===== config.mk =====
export PLATFORM = sky130hd
export DESIGN_NAME = i2c_display_write_sequencer_core
export DESIGN_NICKNAME = d
export VERILOG_FILES = /design/src/rtl/core/i2cdw_pkg.sv /design/src/rtl/core/i2cdw_step.sv /design/src/rtl/core/i2c_display_write_sequencer_core.sv
export SDC_FILE = /design/constraint.sdc
export NUM_CORES = 1
export LEC_CHECK = 0
export BUFFER_PORTS_ARGS = -buffer_cell sky130_fd_sc_hd__buf_2
export CAP_MARGIN = 20
export CELL_PAD_IN_SITES_DETAIL_PLACEMENT = 0
export CELL_PAD_IN_SITES_GLOBAL_PLACEMENT = 2
export CORE_MARGIN = 3
export CORE_UTILIZATION = 35
export CTS_CLUSTER_SIZE = 30
export DETAILED_ROUTE_END_ITERATION = 12
export PLACE_DENSITY_LB_ADDON = 0.1
export RECOVER_POWER = 25
export SYNTH_ARGS = -nofsm -noshare
export SYNTH_HDL_FRONTEND = slang
export SYNTH_SLANG_ARGS = --single-unit

===== constraint.sdc =====
create_clock -name i_clk -period 5.9 [get_ports i_clk]
set_input_delay 1.18 -clock i_clk [delete_from_list [all_inputs] [get_ports i_clk]]
set_output_delay 1.18 -clock i_clk [all_outputs]
set_load 0.05 [all_outputs]

===== src/rtl/core/i2cdw_pkg.sv =====
// types and constants shared by the i2c display write sequencer
`default_nettype none

package i2cdw_pkg;

    localparam logic [1:0] CMD_TICK    = 2'd0;
    localparam logic [1:0] CMD_COMMAND = 2'd1;
    localparam logic [1:0] CMD_DATA    = 2'd2;

    localparam logic [7:0] CTRL_CMD  = 8'h00;
    localparam logic [7:0] CTRL_DATA = 8'h40;

    localparam logic [7:0]  ADDRESS_RESET = 8'h78;
    localparam logic [15:0] TICKS_RESET   = 16'd1;

    localparam logic REG_ADDRESS_BYTE   = 1'b0;
    localparam logic REG_TICKS_PER_UNIT = 1'b1;

    localparam int WAIT_W = 18;

    typedef enum logic [3:0] {
        PH_IDLE    = 4'd0,
        PH_ST_SDA1 = 4'd1,
        PH_ST_SCL1 = 4'd2,
        PH_ST_SDA0 = 4'd3,
        PH_BIT_LO  = 4'd4,
        PH_BIT_HI  = 4'd5,
        PH_ACK_LO  = 4'd6,
        PH_ACK_REL = 4'd7,
        PH_ACK_HI  = 4'd8,
        PH_ACK_END = 4'd9,
        PH_SP_SDA0 = 4'd10,
        PH_SP_SCL1 = 4'd11
    } t_phase;

    typedef struct packed {
        t_phase              phase;
        logic [1:0]          byte_index;
        logic [3:0]          bit_count;
        logic [7:0]          shift_byte;
        logic [7:0]          payload_hold;
        logic                is_data;
        logic [WAIT_W-1:0]   wait_count;
        logic                scl_level;
        logic                sda_level;
    } t_state;

    typedef struct packed {
        logic done_res;
        logic rejected;
        logic busy_res;
        logic sda;
        logic scl;
    } t_result;

endpackage

`default_nettype wire


===== src/rtl/core/i2cdw_step.sv =====
// next-state and result logic for one tick of the bus sequencer
`default_nettype none

module i2cdw_step
    import i2cdw_pkg::*;
(
    input  var t_state      i_state,
    input  wire [1:0]       i_cmd,
    input  wire [7:0]       i_payload,
    input  wire [7:0]       i_address_byte,
    input  wire [15:0]      i_ticks_per_unit,
    output var t_state      o_state,
    output var t_result     o_result
);

    logic [15:0]       ticks;
    logic [WAIT_W-1:0] unit1;
    logic [WAIT_W-1:0] unit3;
    logic              request;
    logic [WAIT_W-1:0] wait_dec;
    logic [7:0]        load_val;
    logic [1:0]        next_index;
    logic [3:0]        next_bits;
    logic [7:0]        shifted;
    logic              done;

    assign ticks   = (i_ticks_per_unit == 16'd0) ? 16'd1 : i_ticks_per_unit;
    assign unit1   = {2'b00, ticks};
    assign unit3   = unit1 + {1'b0, ticks, 1'b0};
    assign request = (i_cmd == CMD_COMMAND) || (i_cmd == CMD_DATA);
    assign wait_dec = (i_state.wait_count != '0) ? i_state.wait_count - 1'b1
                                                 : i_state.wait_count;
    assign next_index = i_state.byte_index + 2'd1;
    assign next_bits  = i_state.bit_count + 4'd1;
    assign shifted    = {i_state.shift_byte[6:0], 1'b0};

    // byte that goes out at the next load
    always_comb begin
        case (i_state.phase)
            PH_ST_SDA0: load_val = i_address_byte;
            default: begin
                if (next_index == 2'd1) begin
                    load_val = i_state.is_data ? CTRL_DATA : CTRL_CMD;
                end else begin
                    load_val = i_state.payload_hold;
                end
            end
        endcase
    end

    always_comb begin
        o_state = i_state;
        done    = 1'b0;
        if (i_state.phase == PH_IDLE) begin
            if (request) begin
                o_state.is_data      = (i_cmd == CMD_DATA);
                o_state.payload_hold = i_payload;
                o_state.byte_index   = 2'd0;
                o_state.bit_count    = 4'd0;
                o_state.phase        = PH_ST_SDA1;
                o_state.sda_level    = 1'b1;
                o_state.wait_count   = unit1;
            end
        end else if (wait_dec != '0) begin
            o_state.wait_count = wait_dec;
        end else begin
            o_state.wait_count = unit1;
            case (i_state.phase)
                PH_ST_SDA1: begin
                    o_state.phase     = PH_ST_SCL1;
                    o_state.scl_level = 1'b1;
                end
                PH_ST_SCL1: begin
                    o_state.phase      = PH_ST_SDA0;
                    o_state.sda_level  = 1'b0;
                    o_state.wait_count = unit3;
                end
                PH_ST_SDA0: begin
                    o_state.byte_index = 2'd0;
                    o_state.shift_byte = load_val;
                    o_state.bit_count  = 4'd0;
                    o_state.phase      = PH_BIT_LO;
                    o_state.scl_level  = 1'b0;
                    o_state.sda_level  = load_val[7];
                end
                PH_BIT_LO: begin
                    o_state.phase     = PH_BIT_HI;
                    o_state.scl_level = 1'b1;
                end
                PH_BIT_HI: begin
                    o_state.bit_count  = next_bits;
                    o_state.shift_byte = shifted;
                    o_state.scl_level  = 1'b0;
                    if (next_bits >= 4'd8) begin
                        o_state.phase = PH_ACK_LO;
                    end else begin
                        o_state.phase     = PH_BIT_LO;
                        o_state.sda_level = shifted[7];
                    end
                end
                PH_ACK_LO: begin
                    o_state.phase     = PH_ACK_REL;
                    o_state.sda_level = 1'b1;
                end
                PH_ACK_REL: begin
                    o_state.phase     = PH_ACK_HI;
                    o_state.scl_level = 1'b1;
                end
                PH_ACK_HI: begin
                    o_state.phase     = PH_ACK_END;
                    o_state.scl_level = 1'b0;
                end
                PH_ACK_END: begin
                    o_state.byte_index = next_index;
                    if (next_index >= 2'd3) begin
                        o_state.phase     = PH_SP_SDA0;
                        o_state.sda_level = 1'b0;
                    end else begin
                        o_state.shift_byte = load_val;
                        o_state.bit_count  = 4'd0;
                        o_state.phase      = PH_BIT_LO;
                        o_state.scl_level  = 1'b0;
                        o_state.sda_level  = load_val[7];
                    end
                end
                PH_SP_SDA0: begin
                    o_state.phase      = PH_SP_SCL1;
                    o_state.scl_level  = 1'b1;
                    o_state.wait_count = unit3;
                end
                default: begin
                    // stop completes, also recovers from unused phase codes
                    o_state.phase      = PH_IDLE;
                    o_state.sda_level  = 1'b1;
                    o_state.wait_count = '0;
                    done               = 1'b1;
                end
            endcase
        end
    end

    always_comb begin
        o_result.scl      = o_state.scl_level;
        o_result.sda      = o_state.sda_level;
        o_result.busy_res = (o_state.phase != PH_IDLE);
        o_result.rejected = (i_state.phase != PH_IDLE) && request;
        o_result.done_res = done;
    end

endmodule

`default_nettype wire


===== src/rtl/core/i2c_display_write_sequencer_core.sv =====
// write-only i2c master sequencer for a display controller, one tick per item
//
// usage: each transaction on the s_axis channel is one time tick. tuser carries
// cmd (0 tick only, 1 command write, 2 data write, 3 tick only) and tdata the
// payload byte. on an idle tick a request runs start, address byte, control
// byte, payload byte and stop; a request while busy is dropped and flagged.
// every input transaction yields exactly one m_axis transaction with the pin
// levels scl and sda after that tick and the busy, rejected and done flags.
// the result of a tick is registered and on m_axis in the cycle after acceptance.
// throughput: one tick per cycle while results are taken, set by the single
// output register; the next state is computed combinationally from r_state.
// when the receiver stalls, the result is held and s_axis_tready stays low
// until it is taken, so no tick is lost. reset puts the bus lines high,
// the sequencer idle, and restores address_byte 0x78 and ticks_per_unit 1.
// the apb port writes address_byte at 0x0 and ticks_per_unit at 0x4; write
// it only while the sequencer is idle.
`default_nettype none

module i2c_display_write_sequencer_core
    import i2cdw_pkg::*;
(
    input  wire        i_clk,
    input  wire        i_rst_n,
    input  wire        s_axis_tvalid,
    output logic       s_axis_tready,
    input  wire [7:0]  s_axis_tdata,   // [7:0] payload
    input  wire [1:0]  s_axis_tuser,   // [1:0] cmd
    output logic       m_axis_tvalid,
    input  wire        m_axis_tready,
    output logic [7:0] m_axis_tdata,   // [0] scl [1] sda [2] busy_res [3] rejected
                                       // [4] done_res [7:5] zero
    input  wire        psel,
    input  wire        penable,
    input  wire        pwrite,
    input  wire [2:0]  paddr,
    input  wire [31:0] pwdata,
    output logic [31:0] prdata,
    output logic       pready
);

    t_state      r_state;
    t_state      n_state;
    t_result     n_result;
    t_result     r_result;
    logic        r_out_valid;
    logic [7:0]  r_address_byte;
    logic [15:0] r_ticks_per_unit;
    logic        in_accept;
    logic        cfg_write;

    assign pready        = 1'b1;
    assign cfg_write     = psel && penable && pwrite;
    assign s_axis_tready = !r_out_valid || m_axis_tready;
    assign in_accept     = s_axis_tvalid && s_axis_tready;

    always_comb begin
        case (paddr[2])
            REG_ADDRESS_BYTE: prdata = {24'd0, r_address_byte};
            default:          prdata = {16'd0, r_ticks_per_unit};
        endcase
    end

    always_ff @(posedge i_clk) begin
        if (!i_rst_n) begin
            r_address_byte   <= ADDRESS_RESET;
            r_ticks_per_unit <= TICKS_RESET;
        end else if (cfg_write) begin
            case (paddr[2])
                REG_ADDRESS_BYTE: r_address_byte <= pwdata[7:0];
                default:          r_ticks_per_unit <= pwdata[15:0];
            endcase
        end
    end

    i2cdw_step u_step (
        .i_state          (r_state),
        .i_cmd            (s_axis_tuser),
        .i_payload        (s_axis_tdata),
        .i_address_byte   (r_address_byte),
        .i_ticks_per_unit (r_ticks_per_unit),
        .o_state          (n_state),
        .o_result         (n_result)
    );

    always_ff @(posedge i_clk) begin
        if (!i_rst_n) begin
            r_state.phase        <= PH_IDLE;
            r_state.byte_index   <= 2'd0;
            r_state.bit_count    <= 4'd0;
            r_state.shift_byte   <= 8'd0;
            r_state.payload_hold <= 8'd0;
            r_state.is_data      <= 1'b0;
            r_state.wait_count   <= '0;
            r_state.scl_level    <= 1'b1;
            r_state.sda_level    <= 1'b1;
        end else if (in_accept) begin
            r_state <= n_state;
        end
    end

    always_ff @(posedge i_clk) begin
        if (!i_rst_n) begin
            r_out_valid <= 1'b0;
        end else if (in_accept) begin
            r_out_valid <= 1'b1;
        end else if (m_axis_tready) begin
            r_out_valid <= 1'b0;
        end
    end

    always_ff @(posedge i_clk) begin
        if (in_accept) begin
            r_result <= n_result;
        end
    end

    assign m_axis_tvalid = r_out_valid;
    assign m_axis_tdata  = {3'b000, r_result};

    // a finished stop never reports busy
    a_done_not_busy: assert property (@(posedge i_clk) disable iff (!i_rst_n)
        m_axis_tvalid |-> !(m_axis_tdata[4] && m_axis_tdata[2]))
        else $error("done and busy reported together");

    // an idle sequencer never holds a pending delay
    a_idle_no_wait: assert property (@(posedge i_clk) disable iff (!i_rst_n)
        (r_state.phase == PH_IDLE) |-> (r_state.wait_count == '0))
        else $error("delay count left while idle");

    // a plain tick on an idle sequencer keeps it idle
    a_idle_stays: assert property (@(posedge i_clk) disable iff (!i_rst_n)
        (in_accept && r_state.phase == PH_IDLE && s_axis_tuser != CMD_COMMAND
         && s_axis_tuser != CMD_DATA) |=> (r_state.phase == PH_IDLE))
        else $error("sequencer left idle without a request");

    // every accepted tick produces a result
    a_result_follows: assert property (@(posedge i_clk) disable iff (!i_rst_n)
        in_accept |=> m_axis_tvalid)
        else $error("accepted tick produced no result");

endmodule

`default_nettype wire


==> Word level (Yosys, flattened, before mapping) <==
Index checks and enable logic that the tools add are counted.
{ "totals": {"ff_bits": 77, "latch_bits": 0, "ram_bits": 0, "mem_bits_ro": 0, "in_bits": 52, "out_inout_bits": 43, "n_memories": 0} }
{ "op_classes": {"addsub": 4, "mul": 0, "n_div": 0, "n_lt_le_gt_ge": 2, "eq_ne": 17, "shifts": 0, "n_mux": 31, "bitwise": 3, "reduce_logical": 31} }
{ "ops": {"columns": ["op", "count"], "rows": [
  ["two-way mux 18 bit", 5],
  ["case mux 4 bit (10 select lines)", 1],
  ["case mux 12 bit (3 select lines)", 1],
  ["case mux 18 bit (2 select lines)", 1],
  ["nonzero test 18 bit", 2],
  ["two-way mux 16 bit", 2],
  ["two-way mux 10 bit", 2],
  ["adder 16 x 17 -> 18 bit", 1],
  ["subtractor 18 x 1 -> 18 bit (second input constant)", 1],
  ["equality test 4 x 3 -> 1 bit (second input constant)", 4],
  ["zero test 16 bit", 1],
  ["two-way mux 8 bit", 2],
  ["equality test 4 bit (second input constant)", 3],
  ["two-way mux 12 bit", 1],
  ["nonzero test 4 bit", 3],
  ["AND reduction 5 bit", 2],
  ["OR reduction 10 bit", 1],
  ["two-way mux 1 bit", 9],
  ["equality test 4 x 2 -> 1 bit (second input constant)", 2],
  ["OR reduction 8 bit", 1],
  ["two-way mux 7 bit", 1],
  ["AND reduction 2 bit", 3],
  ["nonzero test 3 bit", 2],
  ["case mux 1 bit (5 select lines)", 1],
  ["other kinds (26)", 36]
]} }

==> Longest topological paths before layout <==
{ "logic_depth": {"word_depth": 9, "mapped_depth": 17, "ltp_nobuf": 16} }

==> Modules after synthesis <==
From an unflattened synthesis, not the netlist that was laid out.
{ "hier_totals": {"hier_cells": 896, "hier_area_um2": 6533.8} }
{ "by_module_without_submodules": {"columns": ["mod", "instances", "cells_per_inst", "area_per_inst_um2", "seq_area_each_um2"], "rows": [
  ["i2cdw_step", 1, 543, 3325.7, 0.0],
  ["i2c_display_write_sequencer_core", 1, 353, 3208.1, 1591.5]
]} }

==> Worst setup path after synthesis <==
No wires, ideal clock.
{ "synth_path": {"kind": "register -> register", "startpoint": "reg r_ticks_per_unit[14]", "endpoint": "reg r_state[13] (netlist bit)", "arrival_time_ps": 3309, "slack_ps": 2461, "path_stages_with_launch": 18, "path_buffers": 1, "cell_sequence": "dfxtp_1 > inv_1 > ha_1 > and4_1 > nand4_1 > or3_1 > clkbuf_1 > nand2_1 > inv_1 > fa_1 > a21oi_1 > o221ai_1 > a31o_2 > a21oi_1 > xor2_1 > o22ai_1 > a221oi_1 > a21oi_1"} }
{ "synth_via": {"elab_chain_len": 6, "word_cells_on_any_way": 7, "classes_between": "add/sub (1); mux (5); reduce/logical (1)"} }
{ "synth_rtl": {"columns": ["element", "line_no", "rtl"], "rows": [
  ["from (decl)", "i2c_display_write_sequencer_core.sv:47", "logic [15:0] r_ticks_per_unit;"],
  ["from (signal assigned)", "i2c_display_write_sequencer_core.sv:70", "default: r_ticks_per_unit <= pwdata[15:0];"],
  ["zero test 16 bit *", "i2cdw_step.sv:27", "assign ticks = (i_ticks_per_unit == 16'd0) ? 16'd1 : i_ticks_per_unit;"],
  ["two-way mux 16 bit *", "i2cdw_step.sv:27", null],
  ["adder 16 x 17 -> 18 bit", "i2cdw_step.sv:29", "assign unit3 = unit1 + {1'b0, ticks, 1'b0};"],
  ["case mux 18 bit (2 select lines)", "i2cdw_step.sv:68", "case (i_state.phase)"],
  ["two-way mux 18 bit", "i2cdw_step.sv:64", "end else if (wait_dec != '0) begin"],
  ["two-way mux 18 bit *", "i2cdw_step.sv:54", "if (i_state.phase == PH_IDLE) begin"],
  ["to (signal assigned)", "i2c_display_write_sequencer_core.sv:97", "r_state <= n_state;"],
  ["to (decl)", "i2c_display_write_sequencer_core.sv:41", "t_state r_state;"]
]} }
Every way passes the cells marked *; elsewhere a longest branch is shown, timed or not. The select of a mux whose other input is x is not followed.
A chain may end at the register's enable or synchronous reset.

==> Worst setup path in the final report <==
{ "layout_path": {"startpoint": "reg r_ticks_per_unit[14]", "endpoint": "reg r_state[17] (netlist bit)"} }
{ "layout_via": {"elab_chain_len": 6, "word_cells_on_any_way": 7, "classes_between": "add/sub (1); mux (5); reduce/logical (1)"} }
{ "layout_rtl": {"columns": ["element", "line_no"], "rows": [
  ["zero test 16 bit", "i2cdw_step.sv:27"],
  ["two-way mux 16 bit *", "i2cdw_step.sv:27"],
  ["adder 16 x 17 -> 18 bit", "i2cdw_step.sv:29"],
  ["case mux 18 bit (2 select lines)", "i2cdw_step.sv:68"],
  ["two-way mux 18 bit", "i2cdw_step.sv:64"],
  ["two-way mux 18 bit *", "i2cdw_step.sv:54"]
]} }
Marks and branches as above.

==> flow_metrics.tcl <==
set metrics [dict create \
    status "complete, but fails checks" \
    violations "capacitance limit, slew limit" \
    grt-ovfl-total 0 \
    period_share 0.709 \
    syn_to_final_growth_pct 10.4 \
    hold_viol_final 0 \
    synth_ff_type "dfxtp_1" \
    critPathMaxFanout 7 \
    post_drt_wl_per_cell_um 17.0 \
    die_h_um 136 \
    ys_seq_elements 76 \
    fp.dieW_um 136 \
    endpoint_kind "flip-flop" \
    pin_count 95 \
    syn-cell-area_um2 5910 \
    grt_pass1_vias 5178 \
    start_kind "flip-flop" \
    arrival_ns 4.37 \
    htreeDepth 3 \
    cts_num_sinks 76 \
    max-vdd-ir-drop_mv 0.137 \
    p_leak_nw 2.50 \
    finalCriticalPeriod_ns 4.18 \
    antenna_found_initial 0 \
    core_area_um2 16200 \
    final_nets 900 \
    yosysSeqAreaShare 0.266 \
    timing.rr.end "r_state[17]" \
    initial_utilization 0.365 \
    grtUsageTotal 0.191 \
    cp.required_ns 6.08 \
    drtIter0Drc 411 \
    synthCells 795 \
    rrSetupSlack_ns 1.72 \
    slew_violations 81 \
    max-cap-violations 2 \
    drt-pass1-iter-count 5 \
    fmaxAchievable_mhz 239 \
    cts_hold_buf 0 \
    routed_wl_mm 17.7 \
    hp-start "r_state[22]" \
    grt_pass1_wl_mm 28.2 \
    synth-edff-count 5 \
    ys.warnings.count 0 \
    cts_setup_buffers 0 \
    numCtsBuffers 9 \
    hold_depth 2 \
    hold_path.class "flip-flop to flip-flop" \
    cts-resized-gates 0 \
    syn_avg_cell_area_um2 7.43 \
    cts_tree "yes" \
    hpwl_mm 13.2 \
    startpoint "r_ticks_per_unit[14]" \
    setup_viol_count_final 0 \
    yosysUniqueCellTypes 77 \
    tightestPinTransition_ns 1.62 \
    cts-root-buf "clkbuf_16" \
    worst_clock_skew_ns 0.0122 \
    cts_buffer_depth 2 \
    clkSlewWorstSetupHoldPaths_ns 0.07 \
    regToRegStartpoint "r_ticks_per_unit[14]" \
    slew_headroom -0.0816 \
    vias 5640 \
    viasPerCell 5.42 \
    clock_latency_ns 0.35 \
    rr_worst_depth 16 \
    finalWeightedCongestion 0.833 \
    rsz0062_at_grt "no" \
    hold_slack_ns 0.468 \
    diodes 0 \
    setup_tns_ns 0 \
    ant_nets 0 \
    dieArea_um2 18500 \
    grt_max_degree 43 \
    critPathKind "flip-flop to flip-flop" \
    critPathCapture "r_state[17]" \
    power.density_nw_per_um2 234 \
    port_buffers 56 \
    drc 0 \
    drive_gt1_frac 0.126 \
    async_flop_share 0 \
    rows 46 \
]
-- layer usage --
metal | routed length, µm | GRT usage | vias to the layer above
li1 | - | - | 2854
met3 | 768 | 0.0322 | 14
met1 | 9170 | 0.286 | 2632
met5 | 0 | 0 | -
met4 | 157 | 0.0487 | 0
met2 | 7620 | 0.285 | 140
-- worst max-delay path, cell delays in order, from the launching register on --
cell	delay, ns
dfxtp_1	0.33
inv_1	0.18
ha_1	0.18
and4_1	0.22
nand4_1	0.16
or3_1	0.46
nand2_1	0.18
inv_1	0.09
fa_1	0.46
a21oi_1	0.29
o221ai_1	0.30
a311oi_1	0.36
o21bai_1	0.12
a21oi_1	0.23
xnor2_1	0.13
a221oi_1	0.28
a311oi_1	0.07
-- synth_stat cells (all sizes together) (9+ instances only) --
library cell | instances | share of area
o21ai | 46 | 0.040
nor3 | 22 | 0.021
xor2 | 9 | 0.013
nand3 | 21 | 0.019
nor2 | 63 | 0.040
nor3b | 9 | 0.011
o22ai | 10 | 0.011
a211oi | 9 | 0.011
ha | 27 | 0.057
a21oi | 50 | 0.042
a21boi | 33 | 0.042
a31oi | 17 | 0.018
dfxtp | 71 | 0.24
buf | 30 | 0.036
nor2b | 11 | 0.012
nand4 | 11 | 0.012
clkbuf | 42 | 0.027
inv | 40 | 0.025
mux2i | 14 | 0.024
nor4 | 9 | 0.018
xnor2 | 12 | 0.018
nand2 | 123 | 0.078
-- registers in the layout, indices dropped and copies added, names as in the netlist --
register / count
m_axis_tvalid: 1
r_state: 46
r_ticks_per_unit: 16
m_axis_tdata: 5
r_address_byte: 8
-- where the power goes --
group	switching, W	leakage [nW]	total [W]	internal (W)
Clock	0.000244	0.134	0.000535	0.000291
Sequential	0.0000370	0.621	0.000578	0.000541
Combinational	0.000277	1.74	0.000412	0.000135
Total	0.000558	2.50	0.00152	0.000966
-- final cells by class --
cell class              count  area [µm²]
fillers                  1717        9650
multi-input cells         623        3880
flip-flops and latches     76        1570
repair buffers             68         357
well taps                 216         270
clock buffers               9         225
inverters                  42         158
clock inverters             7        58.8
-- through the flow --
step / worst slack (ns) / utilization / cell area [µm²] / total power (W) / instances
after floorplan: 2.46 / - / 5970 / 0.000900 / 813
after global placement: 1.77 / 0.386 / 6240 / 0.000993 / 1023
after detailed placement: 1.77 / 0.386 / 6250 / 0.000994 / 1024
after CTS: 1.74 / 0.404 / 6530 / 0.00153 / 1040
after global routing: 1.33 / 0.403 / 6520 / 0.00160 / 1041
final: 1.72 / 0.403 / 6520 / 0.00152 / 1041
-- cells in the final DEF (no fill, tap or decap), types with 5 or more instances in the layout --
cell type,Yosys,final
mux2i_1,14,14
a211oi_1,9,9
xnor2_1,12,12
nand3_1,20,20
a31oi_1,17,17
o22ai_1,10,10
or3_1,8,8
o211ai_1,6,6
ha_1,27,27
inv_1,40,40
nand4_1,11,11
clkbuf_16,0,9
a21oi_1,50,50
buf_2,6,48
nor3_1,20,20
buf_4,20,9
or4_1,5,5
nor2_1,62,62
mux2_2,8,8
clkbuf_1,42,10
a21boi_0,30,30
dfxtp_1,71,71
edfxtp_1,5,5
nor3b_1,9,9
o32ai_1,8,8
conb_1,2,20
or2_2,6,6
o21ai_0,42,42
nand2_1,123,123
nor2b_1,11,11
xor2_1,9,9
nand2b_1,6,6
-- logic make-up (layout without fill, tap and decap cells) --
family                   Yosys count  after routing  share of synthesized area
AND/OR/NAND/NOR                  310            310                      0.262
AO/OA/AOI/OAI                    222            222                      0.251
buffers and inverters            114            126                     0.0890
flip-flops                        76             76                      0.266
adder cells (fa/ha/maj)           28             28                     0.0606
multiplexers                      22             22                     0.0390
XOR/XNOR                          21             21                     0.0311
other                              2             20                    0.00127
-- worst min path at each step --
stage               slack, ns           to
floorplan                0.44  r_state[41]
detailed placement       0.46  r_state[22]
CTS                      0.47  r_state[22]
global placement         0.45  r_state[41]
global route             0.49  r_state[27]
finish                   0.47  r_state[22]
No activity file was read; power rests on OpenSTA's default activity.
